==> config.mk <==
export PLATFORM = sky130hd
export DESIGN_NAME = command_frame_deframer_top_flat
export DESIGN_NICKNAME = d
export VERILOG_FILES = /design/src/rtl/cfd_pkg.sv /design/src/rtl/cfd_if.sv /design/src/rtl/command_frame_deframer_top.sv /design/src/flat_wrapper.sv
export SDC_FILE = /design/constraint.sdc
export NUM_CORES = 1
export LEC_CHECK = 0
export BUFFER_PORTS_ARGS = -buffer_cell sky130_fd_sc_hd__buf_2
export CORE_UTILIZATION = 51
export CTS_CLUSTER_SIZE = 20
export DETAILED_ROUTE_END_ITERATION = 10
export PLACE_DENSITY = 0.68
export SYNTH_ARGS = -nofsm -noshare
export SYNTH_HDL_FRONTEND = slang
export SYNTH_SLANG_ARGS = --single-unit
export TNS_END_PERCENT = 100
==> constraint.sdc <==
create_clock -name clock -period 5.04 [get_ports clock]
set_clock_uncertainty 0.2 [all_clocks]
set_input_delay 1.26 -clock clock [delete_from_list [all_inputs] [get_ports clock]]
set_output_delay 1.26 -clock clock [all_outputs]
set_load 0.05 [all_outputs]
==> src/rtl/cfd_pkg.sv <==
package cfd_pkg;

   localparam int FRAME_LENGTH = 11;
   localparam int COUNT_WIDTH  = $clog2(FRAME_LENGTH + 1);
   localparam int STORE_DEPTH  = FRAME_LENGTH - 1;

   localparam int BYTE_WIDTH    = 8;
   localparam int CSR_IDX_WIDTH = 2;
   localparam int FWD_WIDTH     = 22;
   localparam int TURN_WIDTH    = 21;
   localparam int POSE_WIDTH    = 16;

   localparam logic [BYTE_WIDTH-1:0] HEADER_RESET = 8'd123;
   localparam logic [BYTE_WIDTH-1:0] TAIL_RESET   = 8'd125;

   localparam logic signed [FWD_WIDTH-1:0]  FWD_SCALE  = 22'sd45;
   localparam logic signed [TURN_WIDTH-1:0] TURN_SCALE = 21'sd25;

   typedef enum logic [1:0] {
      KIND_STOP = 2'd0,
      KIND_MOVE = 2'd1,
      KIND_POSE = 2'd2
   } command_kind_type;

   typedef enum logic [CSR_IDX_WIDTH-1:0] {
      REG_RECEIVE_ENABLE = 2'd0,
      REG_HEADER_BYTE    = 2'd1,
      REG_TAIL_BYTE      = 2'd2
   } reg_index_type;

endpackage

==> src/rtl/cfd_if.sv <==
interface cfd_req_if;
   logic                            valid;
   logic                            ready;
   logic [cfd_pkg::BYTE_WIDTH-1:0]  rx_byte;

   modport source (output valid, output rx_byte, input ready);
   modport sink   (input valid, input rx_byte, output ready);
endinterface

interface cfd_rsp_if;
   logic                                   valid;
   logic                                   ready;
   logic [1:0]                             command_kind;
   logic signed [cfd_pkg::FWD_WIDTH-1:0]   forward_speed_hundredths;
   logic signed [cfd_pkg::TURN_WIDTH-1:0]  turn_speed_hundredths;
   logic signed [cfd_pkg::POSE_WIDTH-1:0]  pose_first;
   logic signed [cfd_pkg::POSE_WIDTH-1:0]  pose_second;

   modport source (output valid, output command_kind, output forward_speed_hundredths,
                   output turn_speed_hundredths, output pose_first, output pose_second,
                   input ready);
   modport sink   (input valid, input command_kind, input forward_speed_hundredths,
                   input turn_speed_hundredths, input pose_first, input pose_second,
                   output ready);
endinterface

interface cfd_csr_if;
   logic                               valid;
   logic                               ready;
   logic [cfd_pkg::CSR_IDX_WIDTH-1:0]  index;
   logic [cfd_pkg::BYTE_WIDTH-1:0]     data;

   modport source (output valid, output index, output data, input ready);
   modport sink   (input valid, input index, input data, output ready);
endinterface

==> src/rtl/command_frame_deframer_top.sv <==
// a result beat appears on rsp in the cycle after the final (eleventh) frame byte
// throughput: one received byte per cycle, but the closing byte waits while a result
//   is stalled; the frame check and command decode sit between the byte store and the
//   result register, so a valid frame takes eleven received bytes
// reset (synchronous, active high): byte count and result valid cleared, receive
//   disabled, header and tail values back to 123 and 125
module command_frame_deframer_top (
   input  logic            clock,
   input  logic            reset,
   cfd_req_if.sink         req_if,
   cfd_rsp_if.source       rsp_if,
   cfd_csr_if.sink         csr_if
);

   // configuration registers
   logic                               enable_ff, enable_in;
   logic [cfd_pkg::BYTE_WIDTH-1:0]     header_ff, header_in;
   logic [cfd_pkg::BYTE_WIDTH-1:0]     tail_ff, tail_in;

   // frame assembly state
   logic [cfd_pkg::COUNT_WIDTH-1:0]    count_ff, count_in;
   logic [cfd_pkg::BYTE_WIDTH-1:0]     frame_ff [cfd_pkg::STORE_DEPTH];

   // result register
   logic                               rsp_valid_ff, rsp_valid_in;
   logic [1:0]                         kind_ff, kind_in;
   logic signed [cfd_pkg::FWD_WIDTH-1:0]  fwd_ff, fwd_in;
   logic signed [cfd_pkg::TURN_WIDTH-1:0] turn_ff, turn_in;
   logic signed [cfd_pkg::POSE_WIDTH-1:0] pose_a_ff, pose_a_in;
   logic signed [cfd_pkg::POSE_WIDTH-1:0] pose_b_ff, pose_b_in;

   logic                               byte_beat;
   logic                               last_byte;
   logic                               frame_done;
   logic                               frame_good;
   logic [cfd_pkg::BYTE_WIDTH-1:0]     rx_byte;
   logic [cfd_pkg::BYTE_WIDTH-1:0]     check;
   logic                               pose_zero;
   logic signed [cfd_pkg::POSE_WIDTH-1:0] word_fwd, word_turn;
   logic signed [cfd_pkg::FWD_WIDTH-1:0]  fwd_ext;
   logic signed [cfd_pkg::TURN_WIDTH-1:0] turn_ext;

   assign rx_byte = req_if.rx_byte;

   // the byte that closes a frame may produce a result, so it waits for a free
   // result register; every other byte is taken even while a result is stalled
   assign last_byte   = (count_ff == cfd_pkg::COUNT_WIDTH'(cfd_pkg::FRAME_LENGTH - 1));
   assign req_if.ready = !(enable_ff && last_byte && rsp_valid_ff && !rsp_if.ready);
   assign byte_beat   = req_if.valid && req_if.ready && enable_ff;
   assign frame_done  = byte_beat && last_byte;

   // configuration writes are always taken; unknown indexes are dropped
   assign csr_if.ready = 1'b1;

   always_comb begin
      enable_in = enable_ff;
      header_in = header_ff;
      tail_in   = tail_ff;
      if (csr_if.valid) begin
         unique case (csr_if.index)
            cfd_pkg::REG_RECEIVE_ENABLE: enable_in = csr_if.data[0];
            cfd_pkg::REG_HEADER_BYTE:    header_in = csr_if.data;
            cfd_pkg::REG_TAIL_BYTE:      tail_in   = csr_if.data;
            default: ;
         endcase
      end
   end

   // byte counter: idle until a header byte, wraps to zero once the frame is full
   always_comb begin
      count_in = count_ff;
      if (byte_beat) begin
         if (last_byte) begin
            count_in = '0;
         end else if (rx_byte == header_ff || count_ff != '0) begin
            count_in = count_ff + 1'b1;
         end else begin
            count_in = '0;
         end
      end
   end

   // frame check: bytes 0..9 come from the store, the tail is the byte on the bus
   always_comb begin
      check = '0;
      for (int i = 0; i < 9; i++) begin
         check = check ^ frame_ff[i];
      end
   end

   assign frame_good = (rx_byte == tail_ff) && (frame_ff[9] == check);
   assign pose_zero  = (frame_ff[5] == '0) && (frame_ff[6] == '0) &&
                       (frame_ff[7] == '0) && (frame_ff[8] == '0);

   // big-endian signed words, scaled by constants (shift-add after synthesis)
   assign word_fwd  = {frame_ff[1], frame_ff[2]};
   assign word_turn = {frame_ff[3], frame_ff[4]};
   assign fwd_ext   = cfd_pkg::FWD_WIDTH'(word_fwd);
   assign turn_ext  = cfd_pkg::TURN_WIDTH'(word_turn);

   always_comb begin
      kind_in   = kind_ff;
      fwd_in    = fwd_ff;
      turn_in   = turn_ff;
      pose_a_in = pose_a_ff;
      pose_b_in = pose_b_ff;
      if (frame_done && frame_good) begin
         kind_in   = cfd_pkg::KIND_STOP;
         fwd_in    = '0;
         turn_in   = '0;
         pose_a_in = '0;
         pose_b_in = '0;
         priority if (check == header_ff) begin
            kind_in = cfd_pkg::KIND_STOP;
         end else if (pose_zero) begin
            kind_in = cfd_pkg::KIND_MOVE;
            fwd_in  = fwd_ext * cfd_pkg::FWD_SCALE;
            turn_in = turn_ext * cfd_pkg::TURN_SCALE;
         end else begin
            kind_in   = cfd_pkg::KIND_POSE;
            pose_a_in = {frame_ff[5], frame_ff[6]};
            pose_b_in = {frame_ff[7], frame_ff[8]};
         end
      end
   end

   // result valid: set by a good frame, cleared when the beat is taken
   assign rsp_valid_in = (frame_done && frame_good) || (rsp_valid_ff && !rsp_if.ready);

   always_ff @(posedge clock) begin
      if (reset) begin
         enable_ff    <= 1'b0;
         header_ff    <= cfd_pkg::HEADER_RESET;
         tail_ff      <= cfd_pkg::TAIL_RESET;
         count_ff     <= '0;
         rsp_valid_ff <= 1'b0;
      end else begin
         enable_ff    <= enable_in;
         header_ff    <= header_in;
         tail_ff      <= tail_in;
         count_ff     <= count_in;
         rsp_valid_ff <= rsp_valid_in;
      end
   end

   // byte store: written at the current count, tail byte is never stored
   always_ff @(posedge clock) begin
      for (int i = 0; i < cfd_pkg::STORE_DEPTH; i++) begin
         if (byte_beat && count_ff == cfd_pkg::COUNT_WIDTH'(i)) begin
            frame_ff[i] <= rx_byte;
         end
      end
   end

   always_ff @(posedge clock) begin
      kind_ff   <= kind_in;
      fwd_ff    <= fwd_in;
      turn_ff   <= turn_in;
      pose_a_ff <= pose_a_in;
      pose_b_ff <= pose_b_in;
   end

   assign rsp_if.valid                    = rsp_valid_ff;
   assign rsp_if.command_kind             = kind_ff;
   assign rsp_if.forward_speed_hundredths = fwd_ff;
   assign rsp_if.turn_speed_hundredths    = turn_ff;
   assign rsp_if.pose_first               = pose_a_ff;
   assign rsp_if.pose_second              = pose_b_ff;

endmodule

==> src/flat_wrapper.sv <==
// flat-port wrapper written by rule: the top's interface ports become plain ports
module command_frame_deframer_top_flat 
  (clock, reset, req_if_valid, req_if_rx_byte, req_if_ready, rsp_if_valid, rsp_if_command_kind, rsp_if_forward_speed_hundredths, rsp_if_turn_speed_hundredths, rsp_if_pose_first, rsp_if_pose_second, rsp_if_ready, csr_if_valid, csr_if_index, csr_if_data, csr_if_ready);
  cfd_req_if req_if_i ();
  cfd_rsp_if rsp_if_i ();
  cfd_csr_if csr_if_i ();
  input  logic clock;
  input  logic reset;
  input wire logic [$bits(req_if_i.valid)-1:0] req_if_valid;
  input wire logic [$bits(req_if_i.rx_byte)-1:0] req_if_rx_byte;
  output wire logic [$bits(req_if_i.ready)-1:0] req_if_ready;
  output wire logic [$bits(rsp_if_i.valid)-1:0] rsp_if_valid;
  output wire logic [$bits(rsp_if_i.command_kind)-1:0] rsp_if_command_kind;
  output wire logic [$bits(rsp_if_i.forward_speed_hundredths)-1:0] rsp_if_forward_speed_hundredths;
  output wire logic [$bits(rsp_if_i.turn_speed_hundredths)-1:0] rsp_if_turn_speed_hundredths;
  output wire logic [$bits(rsp_if_i.pose_first)-1:0] rsp_if_pose_first;
  output wire logic [$bits(rsp_if_i.pose_second)-1:0] rsp_if_pose_second;
  input wire logic [$bits(rsp_if_i.ready)-1:0] rsp_if_ready;
  input wire logic [$bits(csr_if_i.valid)-1:0] csr_if_valid;
  input wire logic [$bits(csr_if_i.index)-1:0] csr_if_index;
  input wire logic [$bits(csr_if_i.data)-1:0] csr_if_data;
  output wire logic [$bits(csr_if_i.ready)-1:0] csr_if_ready;
  assign req_if_i.valid = req_if_valid;
  assign req_if_i.rx_byte = req_if_rx_byte;
  assign req_if_ready = req_if_i.ready;
  assign rsp_if_valid = rsp_if_i.valid;
  assign rsp_if_command_kind = rsp_if_i.command_kind;
  assign rsp_if_forward_speed_hundredths = rsp_if_i.forward_speed_hundredths;
  assign rsp_if_turn_speed_hundredths = rsp_if_i.turn_speed_hundredths;
  assign rsp_if_pose_first = rsp_if_i.pose_first;
  assign rsp_if_pose_second = rsp_if_i.pose_second;
  assign rsp_if_i.ready = rsp_if_ready;
  assign csr_if_i.valid = csr_if_valid;
  assign csr_if_i.index = csr_if_index;
  assign csr_if_i.data = csr_if_data;
  assign csr_if_ready = csr_if_i.ready;
  command_frame_deframer_top u_core (.clock(clock), .reset(reset), .req_if(req_if_i), .rsp_if(rsp_if_i), .csr_if(csr_if_i));
endmodule
==> results.toml, run 1 <==
[cts]
postCtsSetupRepairBufs = 0
htreeDepth = 4
cts_tree = "built"
hold_buffers = 0
clk_pin_slew_ps = 80
clock-root-buffer = "clkbuf_16"
postCtsResizedCells = 0
worstSkewPairLatency_ps = 430
cts.sinks = 179
cts_buffers = 17
clk_path_buf_depth = 2

[layout]
final_nets = 1204
layout-drive-gt1-share_pct = 14.1
layout_commonest_cell = "edfxtp_1"
most-common-layout-cells = "edfxtp_1, inv_1, ha_1"
syn_to_final_growth_pct = 12.8
diodes = 0
nFillCells = 1749

[setup_path]
crit_arrival_ps = 4640
crit_family = "adder cells"
cp-end-kind = "flop"
path_common_cell = "ha_1"
worstSetupPathType = "flop to flop"
slowest_stage = "fa_1"
worstPathMaxFanout = 7
cpPeakStageDelay_ps = 540
crit_chain = "ha_1, ha_1, fa_1, inv_1, fa_1, inv_1, ha_1, a21o_1, a21oi_1, o21ai_0, a32oi_1, a31oi_1, a2111oi_0, nor4_1"
path_buf_inv = 2
start_kind = "flop"
crit_required_ps = 4990

[global_routing]
overflow = 0
grt_pass1_vias = 6517
grt_usage_pct = 19.8
antenna_found_initial = 0
grt_pass1_wl_microns = 33100
grt_max_degree = 62

[synth]
synth_top_flop_cell = "edfxtp_1"
synth_seq_cells = 179
netlist.area_leader.share_pct = 42.9
yosysSeqAreaShare_pct = 46.9
syn-num-nets = 1094
yosysWarnings = 0
ys_types = 59
async_flop_share_pct = 0
netlist_area_sq_mm = 0.0110
avgSynthCellArea_sq_um = 11.9
netlist_top_cells_area = "edfxtp_1, ha_1, fa_1"
yosysTopAreaCell = "edfxtp_1"
synth-edff-count = 157
synth_cells = 924

[detailed_routing]
wl_microns = 21000
vias_per_cell = 5.12
wl_met3_microns = 765
top_layer_used = "met4"
first_pass_iters = 5
via_count = 6774
wl_met2_microns = 10200
drt_drc_violations_left = 0
ant_nets = 0
wl_per_cell_microns = 15.9
drt_iter0_markers = 275
wl_met1_microns = 9790

[power]
power_density_mw_per_mm2 = 242
ir_drop_mv = 0.229
p_total_mw = 3.00
power_leakage_nw = 5.16

[placed_design]
port_buffers = 101
hpwl_microns = 15800
place_congestion = 0.880

[sta]
finalHoldViolations = 0
finalCriticalPeriod_ps = 4690
worstMarginPinSlew_ps = 999
whs_ps = 273
rsz0062_at_grt = "false"
maxClockFrequency_mhz = 213
setup_violations = 0
final_max_slew_viol_count = 0
finalCritPeriodShare_pct = 93.0
fin_tns_setup_ps = 0
relSlewSlack_pct = 33.3

[outcome]
outcome = "finished clean"

[floorplan]
core_area_sq_mm = 0.0211
ios = 103
die_y_microns = 149
design.die.area_sq_mm = 0.0221
fp-row-count = 53
start_util_pct = 52.1
die_w_microns = 149

[worst_hold_path]
hp-class = "flop to flop"

[run]
cap_violations = 0
==> metrics by stage <==
step                instance area [sq um]  utilization (%)  std cells  setup WS (ps)
CTS                                 12400             58.8       1322            355
global placement                    11800             56.0       1290            512
detailed placement                  11800             56.0       1290            363
floorplan                           11000                -        924            687
finish                              12400             58.8       1322            354
global route                        12400             58.8       1322            144
==> final cells by class <==
cell class                 count  area [sq um]  share of cell area (%)
multi-input combinational    593          5250                    42.4
inverter                     138           518                    4.18
clock inverter                13           141                    1.14
tap                          275           344                    2.77
clock buffer                  19           443                    3.57
timing repair buffer         105           548                    4.42
sequential                   179          5150                    41.6
==> synth_stat cells, drive strengths merged (2+ instances only) <==
cell type,instances
xnor2,56
or3,4
a21oi,25
nand2,55
nor3b,5
o2111ai,2
clkbuf,6
o211a,2
dfxtp,22
and2,54
o31ai,2
o211ai,4
o21bai,3
a31oi,7
and3,3
inv,138
nor3,10
nand4,7
buf,8
nand3,11
o21ai,14
nand3b,14
xor2,40
a211oi,6
o2bb2ai,2
fa,42
ha,105
o21a,4
nor2b,3
xnor3,16
a32oi,2
nor4,16
nor2,51
a21o,4
mux2i,3
edfxtp,157
nand2b,2
or2,3
and3b,2
==> report_power, final <==
part	switching, mW	internal [mW]
Combinational	0.0395	0.0273
Sequential	0.00616	1.61
Clock	0.606	0.715
Total	0.651	2.35
==> cell families after synthesis <==
group / share of synthesized area, %
other: 0.0341
and+or+nand+nor: 11.5
xor gates and xnor gates: 10.9
DFF: 46.9
AOI/OAI and AO/OA: 5.34
buffers and inverters: 5.31
muxes: 0.376
adders and majority gates: 19.6
==> routing by layer <==
metal	GRT usage, %	up-vias
met5	0	-
met4	6.07	0
met3	2.75	24
met2	33.1	141
met1	26.7	3235
li1	-	3374
==> registers in the layout (all words and copies together) (netlist names) <==
register / count
u_core.frame_ff: 80
u_core.rsp_if.pose_first: 16
u_core.tail_ff: 8
u_core.header_ff: 8
u_core.rsp_if.pose_second: 16
u_core.rsp_if.forward_speed_hundredths: 22
u_core.rsp_if.turn_speed_hundredths: 21
u_core.count_ff: 4
u_core.rsp_if.valid: 1
u_core.rsp_if.command_kind: 2
u_core.enable_ff: 1
==> path summary, 6_finish.rpt <==
kind,startpoint,endpoint,slack (ps),cells after the start
worst max-delay path,u_core.frame_ff[2][7],u_core.rsp_if.forward_speed_hundredths[20],350,14
worst max register to register,u_core.frame_ff[2][7],u_core.rsp_if.forward_speed_hundredths[20],350,14
worst min-delay path,u_core.tail_ff[7],u_core.tail_ff[7],270,2
worst min register to register,u_core.tail_ff[7],u_core.tail_ff[7],270,2
==> worst min-delay path, stage by stage, from the launching register on <==
cell	delay (ps)
dfxtp_1	320
nand2_1	60
a21oi_1	50
Power figures use the tool's default switching activity.
==> inputs of run 2 (changes only) <==
--- a/config.mk
+++ b/config.mk
@@ -6,10 +6,13 @@
 export NUM_CORES = 1
 export LEC_CHECK = 0
 export BUFFER_PORTS_ARGS = -buffer_cell sky130_fd_sc_hd__buf_2
-export CORE_UTILIZATION = 51
+export CELL_PAD_IN_SITES_DETAIL_PLACEMENT = 0
+export CELL_PAD_IN_SITES_GLOBAL_PLACEMENT = 1
+export CORE_UTILIZATION = 49
 export CTS_CLUSTER_SIZE = 20
 export DETAILED_ROUTE_END_ITERATION = 10
-export PLACE_DENSITY = 0.68
+export PLACE_DENSITY = 0.79
+export SLEW_MARGIN = 20
 export SYNTH_ARGS = -nofsm -noshare
 export SYNTH_HDL_FRONTEND = slang
 export SYNTH_SLANG_ARGS = --single-unit
==> run 2 against run 1 <==
Global-route usage decreased by 0.22 points. Highest routed layer unchanged. Critical path type unchanged. Cell count increased by 0.53%. Flip-flop and latch count unchanged.
==> results.toml, run 2 (synthesized netlist as in run 1, its figures left out) <==
[setup_path]
crit_arrival_ps = 4700
worstPathMaxFanout = 7
reg2reg_from = "u_core.frame_ff[2][7]"
path_common_cell = "ha_1"
r2r_setup_slack_ps = 320
cpPeakStageDelay_ps = 540
cp-end-kind = "flop"
worstSetupPathType = "flop to flop"
slowest_stage = "fa_1"
crit_chain = "ha_1, ha_1, fa_1, inv_1, fa_1, inv_1, ha_1, a21o_1, a21oi_1, o21ai_0, a32oi_1, a31oi_1, a2111oi_0, nor4_1"
rr_worst_depth = 14
start_kind = "flop"
crit_required_ps = 5020
rr_endpoint = "u_core.rsp_if.forward_speed_hundredths[20]"

[cts]
hold_buffers = 0
cts.sinks = 179
clk_pin_slew_ps = 70
worstSkewPairLatency_ps = 440
clk_path_buf_depth = 2
cts_tree = "built"
postCtsSetupRepairBufs = 0
postCtsResizedCells = 0
htreeDepth = 4
clock-root-buffer = "clkbuf_16"
cts_buffers = 17

[layout]
final_nets = 1206
max_flop_register = "u_core.frame_ff"
most-common-layout-cells = "edfxtp_1, inv_1, ha_1"
nFillCells = 1887
fin_util_pct = 56.8
syn_to_final_growth_pct = 13.1
largest_register_ffs = 80
diodes = 0
layout-drive-gt1-share_pct = 14.3
layout_commonest_cell = "edfxtp_1"

[sta]
worstMarginPinSlew_ps = 918
fin_tns_setup_ps = 0
rsz0062_at_grt = "false"
finalCriticalPeriod_ps = 4720
relSlewSlack_pct = 38.7
final_max_slew_viol_count = 0
maxClockFrequency_mhz = 212
finalCritPeriodShare_pct = 93.7
finalHoldViolations = 0
setup_violations = 0

[global_routing]
overflow = 0
antenna_found_initial = 0
grt_usage_pct = 19.5
grt_pass1_wl_microns = 33600
grt_max_degree = 53
grt_pass1_vias = 6453

[floorplan]
die_w_microns = 152
die_y_microns = 152
start_util_pct = 50.2
core_area_sq_mm = 0.0219
design.die.area_sq_mm = 0.0230
ios = 103
fp-row-count = 54

[power]
power_density_mw_per_mm2 = 242
ir_drop_mv = 0.211
power_leakage_nw = 5.17
p_total_mw = 3.01

[worst_hold_path]
hp-class = "flop to flop"
hold_end = "u_core.tail_ff[7]"
whs_path_depth = 2
hold_path.startpoint = "u_core.tail_ff[7]"

[outcome]
outcome = "finished clean"

[detailed_routing]
vias_per_cell = 5.14
via_count = 6836
drt_iter0_markers = 316
drt_drc_violations_left = 0
first_pass_iters = 5
wl_microns = 21300
wl_per_cell_microns = 16.0
ant_nets = 0

[placed_design]
hpwl_microns = 16000
port_buffers = 101
place_congestion = 0.840

[run]
cap_violations = 0
run 2: cell count changes in the layout (fill, tap and decap cells not counted):
cell / delta
clkbuf_8: -1
buf_4: +2
clkinvlp_4: +1
clkbuf_1: -1
clkinv_8: +2
clkinv_4: -2
clkinv_1: +1
run 2: where the power goes:
| group | leakage (nW) | switching [mW] | internal [mW] |
|---|---|---|---|
| Clock | 0.289 | 0.624 | 0.705 |
| Combinational | 3.38 | 0.0411 | 0.0273 |
| Sequential | 1.50 | 0.00641 | 1.60 |
| Total | 5.17 | 0.671 | 2.34 |
run 2: stage by stage:
| step | setup slack, ps | hold WS, ps | area [sq um] | cells |
|---|---|---|---|---|
| final | 320 | 277 | 12400 | 1329 |
| after global routing | 36.7 | 301 | 12400 | 1329 |
| after CTS | 329 | 283 | 12400 | 1329 |
| after detailed placement | 370 | 273 | 11800 | 1297 |
| after global placement | 474 | 261 | 11800 | 1297 |
| after floorplan | 687 | 248 | 11000 | 924 |
run 2: worst max-delay path: cells and delay by family (launching register included):
kind	cells	cell delay [ps]
buffers and inverters	2	90
adders and majority gates	5	2080
and+or+nand+nor	1	110
AOI/OAI and AO/OA	6	1480
DFF	1	510
run 2: cell type report:
class	count	area, sq um	area share (%)
sequential	179	5150	41.5
clock inverter	15	168	1.35
inverter	138	518	4.17
multi-input combinational	593	5250	42.3
timing repair buffer	107	563	4.53
clock buffer	17	425	3.42
tap	280	350	2.82
run 2: per-layer routing:
metal  part of all wire [%]  vias up  GRT usage (%)
li1                       -     3386              -
met1                     46     3279           26.4
met2                     48      151           32.4
met3                    4.0       20           3.26
met4                    1.3        0           5.45
met5                      0        -              0
run 2: worst max path at each step:
stage / startpoint / endpoint / slack, ps / cells after the start
2_1_floorplan: u_core.frame_ff[2][7] / u_core.rsp_if.forward_speed_hundredths[20] / 690 / 15
6_report: u_core.frame_ff[2][7] / u_core.rsp_if.forward_speed_hundredths[20] / 320 / 14
3_5_place_dp: u_core.frame_ff[2][7] / u_core.rsp_if.forward_speed_hundredths[20] / 370 / 14
3_3_place_gp: u_core.frame_ff[2][7] / u_core.rsp_if.forward_speed_hundredths[20] / 470 / 14
5_1_grt: u_core.frame_ff[1][0] / u_core.rsp_if.forward_speed_hundredths[20] / 40 / 14
4_1_cts: u_core.frame_ff[2][7] / u_core.rsp_if.forward_speed_hundredths[20] / 330 / 14
==> inputs of run 3 (changes only) <==
--- a/config.mk
+++ b/config.mk
@@ -9,7 +9,6 @@
 export CELL_PAD_IN_SITES_DETAIL_PLACEMENT = 0
 export CELL_PAD_IN_SITES_GLOBAL_PLACEMENT = 1
 export CORE_UTILIZATION = 49
-export CTS_CLUSTER_SIZE = 20
 export DETAILED_ROUTE_END_ITERATION = 10
 export PLACE_DENSITY = 0.79
 export SLEW_MARGIN = 20
==> constraint.sdc (replaced) <==
create_clock -name clock -period 4.55 [get_ports clock]
set_clock_uncertainty 0.2 [all_clocks]
set_input_delay 1.1375 -clock clock [delete_from_list [all_inputs] [get_ports clock]]
set_output_delay 1.1375 -clock clock [all_outputs]
set_load 0.05 [all_outputs]
==> run 3 against run 2 <==
Hold slack better by 5.4 ps. Fmax up 8.0%. Non-clock buffer count grew 19. Critical path depth did not move. Critical endpoint unchanged.
==> results.toml, run 3 (synthesized netlist as in run 1, its figures left out) <==
[layout]
finalInstanceArea_sq_mm = 0.0126
layout-drive-gt1-share_pct = 16.1
layout_commonest_cell = "edfxtp_1"
diodes = 0
most-common-layout-cells = "edfxtp_1, inv_1, ha_1"
syn_to_final_growth_pct = 14.7
largest_register_ffs = 80
max_flop_register = "u_core.frame_ff"
nFillCells = 1872
final_nets = 1225

[setup_path]
path_depth = 14
worstPathMaxFanout = 6
crit_end = "u_core.rsp_if.forward_speed_hundredths[20]"
crit_chain = "ha_1, ha_1, fa_1, inv_1, fa_1, inv_1, ha_1, a21o_1, a21oi_1, o21ai_0, a32oi_1, a31oi_2, a2111oi_2, nor4_1"
rr_worst_depth = 14
crit_required_ps = 4540
reg2reg_from = "u_core.frame_ff[2][6]"
r2r_setup_slack_ps = 180
rr_endpoint = "u_core.rsp_if.forward_speed_hundredths[20]"
cp-end-kind = "flop"
path_common_cell = "ha_1"
cpPeakStageDelay_ps = 540
crit_family = "adder cells"
path_buf_inv = 2
start_kind = "flop"
startpoint = "u_core.frame_ff[2][6]"
slowest_stage = "fa_1"
worstSetupPathType = "flop to flop"
crit_arrival_ps = 4360

[placed_design]
place_area_sq_mm = 0.0119
hpwl_microns = 16300
port_buffers = 101
place_congestion = 0.837

[detailed_routing]
via_count = 6874
first_pass_iters = 5
top_layer_used = "met4"
wl_met3_microns = 921
wl_met2_microns = 10300
drt_drc_violations_left = 0
wl_per_cell_microns = 15.9
drt_iter0_markers = 335
vias_per_cell = 5.10
wl_microns = 21400
wl_met1_microns = 9750
ant_nets = 0

[global_routing]
grt_pass1_wl_microns = 34000
antenna_found_initial = 0
grt_pass1_vias = 6644
grt_max_degree = 50
overflow = 0
grt_usage_pct = 19.8

[floorplan]
die_y_microns = 152
die_w_microns = 152
fp-row-count = 54
core_area_sq_mm = 0.0219
ios = 103
start_util_pct = 50.2
design.die.area_sq_mm = 0.0230

[power]
pwr-share-comb_pct = 2.4
switching_share_pct = 23.3
internal-power_mw = 2.55
power_leakage_nw = 5.25
power.switching_mw = 0.773
ir_drop_mv = 0.228
p_clk_share_pct = 43.9
power_density_mw_per_mm2 = 263
seqPwrFrac_pct = 53.7

[cts]
clk_path_buf_depth = 2
cts.sinks = 179
cts_tree = "built"
cts_buffers = 17
htreeDepth = 4
hold_buffers = 0
clock-root-buffer = "clkbuf_16"
worstSkewPairLatency_ps = 440
clk_pin_slew_ps = 70

[outcome]
outcome = "finished clean"

[sta]
fin_tns_setup_ps = 0
finalCritPeriodShare_pct = 96.0
finalCriticalPeriod_ps = 4370
relSlewSlack_pct = 37.0
rsz0062_at_grt = "true"
finalHoldViolations = 0
worstMarginPinSlew_ps = 944
final_max_slew_viol_count = 0
setup_violations = 0
maxClockFrequency_mhz = 229

[worst_hold_path]
hp-class = "flop to flop"

[run]
cap_violations = 0
-- run 3: timing repair --
item                                    in CTS  in global routing
gates resized for setup                      0                  5
buffers inserted                             0                  6
hold endpoints to repair                     0                  0
endpoints found under the setup margin       0                  4
-- run 3: final cells by class --
class                      count  area, sq um  share of cell area (%)
multi-input combinational    593         5280                    41.9
sequential                   179         5150                    40.9
timing repair buffer         126          706                    5.60
inverter                     138          518                    4.11
clock buffer                  17          425                    3.38
tap                          280          350                    2.78
clock inverter                15          168                    1.33
-- run 3: how the worst min path moves through the flow --
stage	cells past startpoint	startpoint	to	slack (ps)
2_1_floorplan	2	u_core.tail_ff[1]	u_core.tail_ff[1]	250
3_3_place_gp	2	u_core.tail_ff[7]	u_core.tail_ff[7]	270
3_5_place_dp	2	u_core.tail_ff[7]	u_core.tail_ff[7]	280
4_1_cts	2	u_core.tail_ff[7]	u_core.tail_ff[7]	290
5_1_grt	2	u_core.tail_ff[1]	u_core.tail_ff[1]	300
6_report	2	u_core.tail_ff[7]	u_core.tail_ff[7]	280
-- run 3: tightest hold or removal path, stage by stage, from the launching register on --
cell	delay, ps
dfxtp_1	320
nand2_1	60
a21oi_1	50
-- run 3: power groups by stage --
stage / logic [mW] / registers, mW / clock network (mW)
floorplan: 0.0401 / 1.82 / 0
CTS: 0.0802 / 1.78 / 1.48
global route: 0.0886 / 1.78 / 1.54
finish: 0.0798 / 1.78 / 1.46
global placement: 0.0796 / 1.82 / 0
detailed placement: 0.0797 / 1.82 / 0
-- run 3: metrics by stage --
stage	worst slack, ps	hold slack, ps	power [mW]	cells	util [%]
floorplan	197	248	1.86	924	-
global placement	133	270	1.90	1310	54.5
detailed placement	40.4	275	1.90	1310	54.5
CTS	28.7	286	3.35	1342	57.2
global route	-8.97	298	3.41	1348	57.6
finish	180	282	3.32	1348	57.6
-- run 3: routing by layer --
metal	GRT usage, %	up-vias
li1	-	3426
met1	26.3	3244
met2	32.6	173
met3	3.62	31
met4	6.34	0
met5	0	-
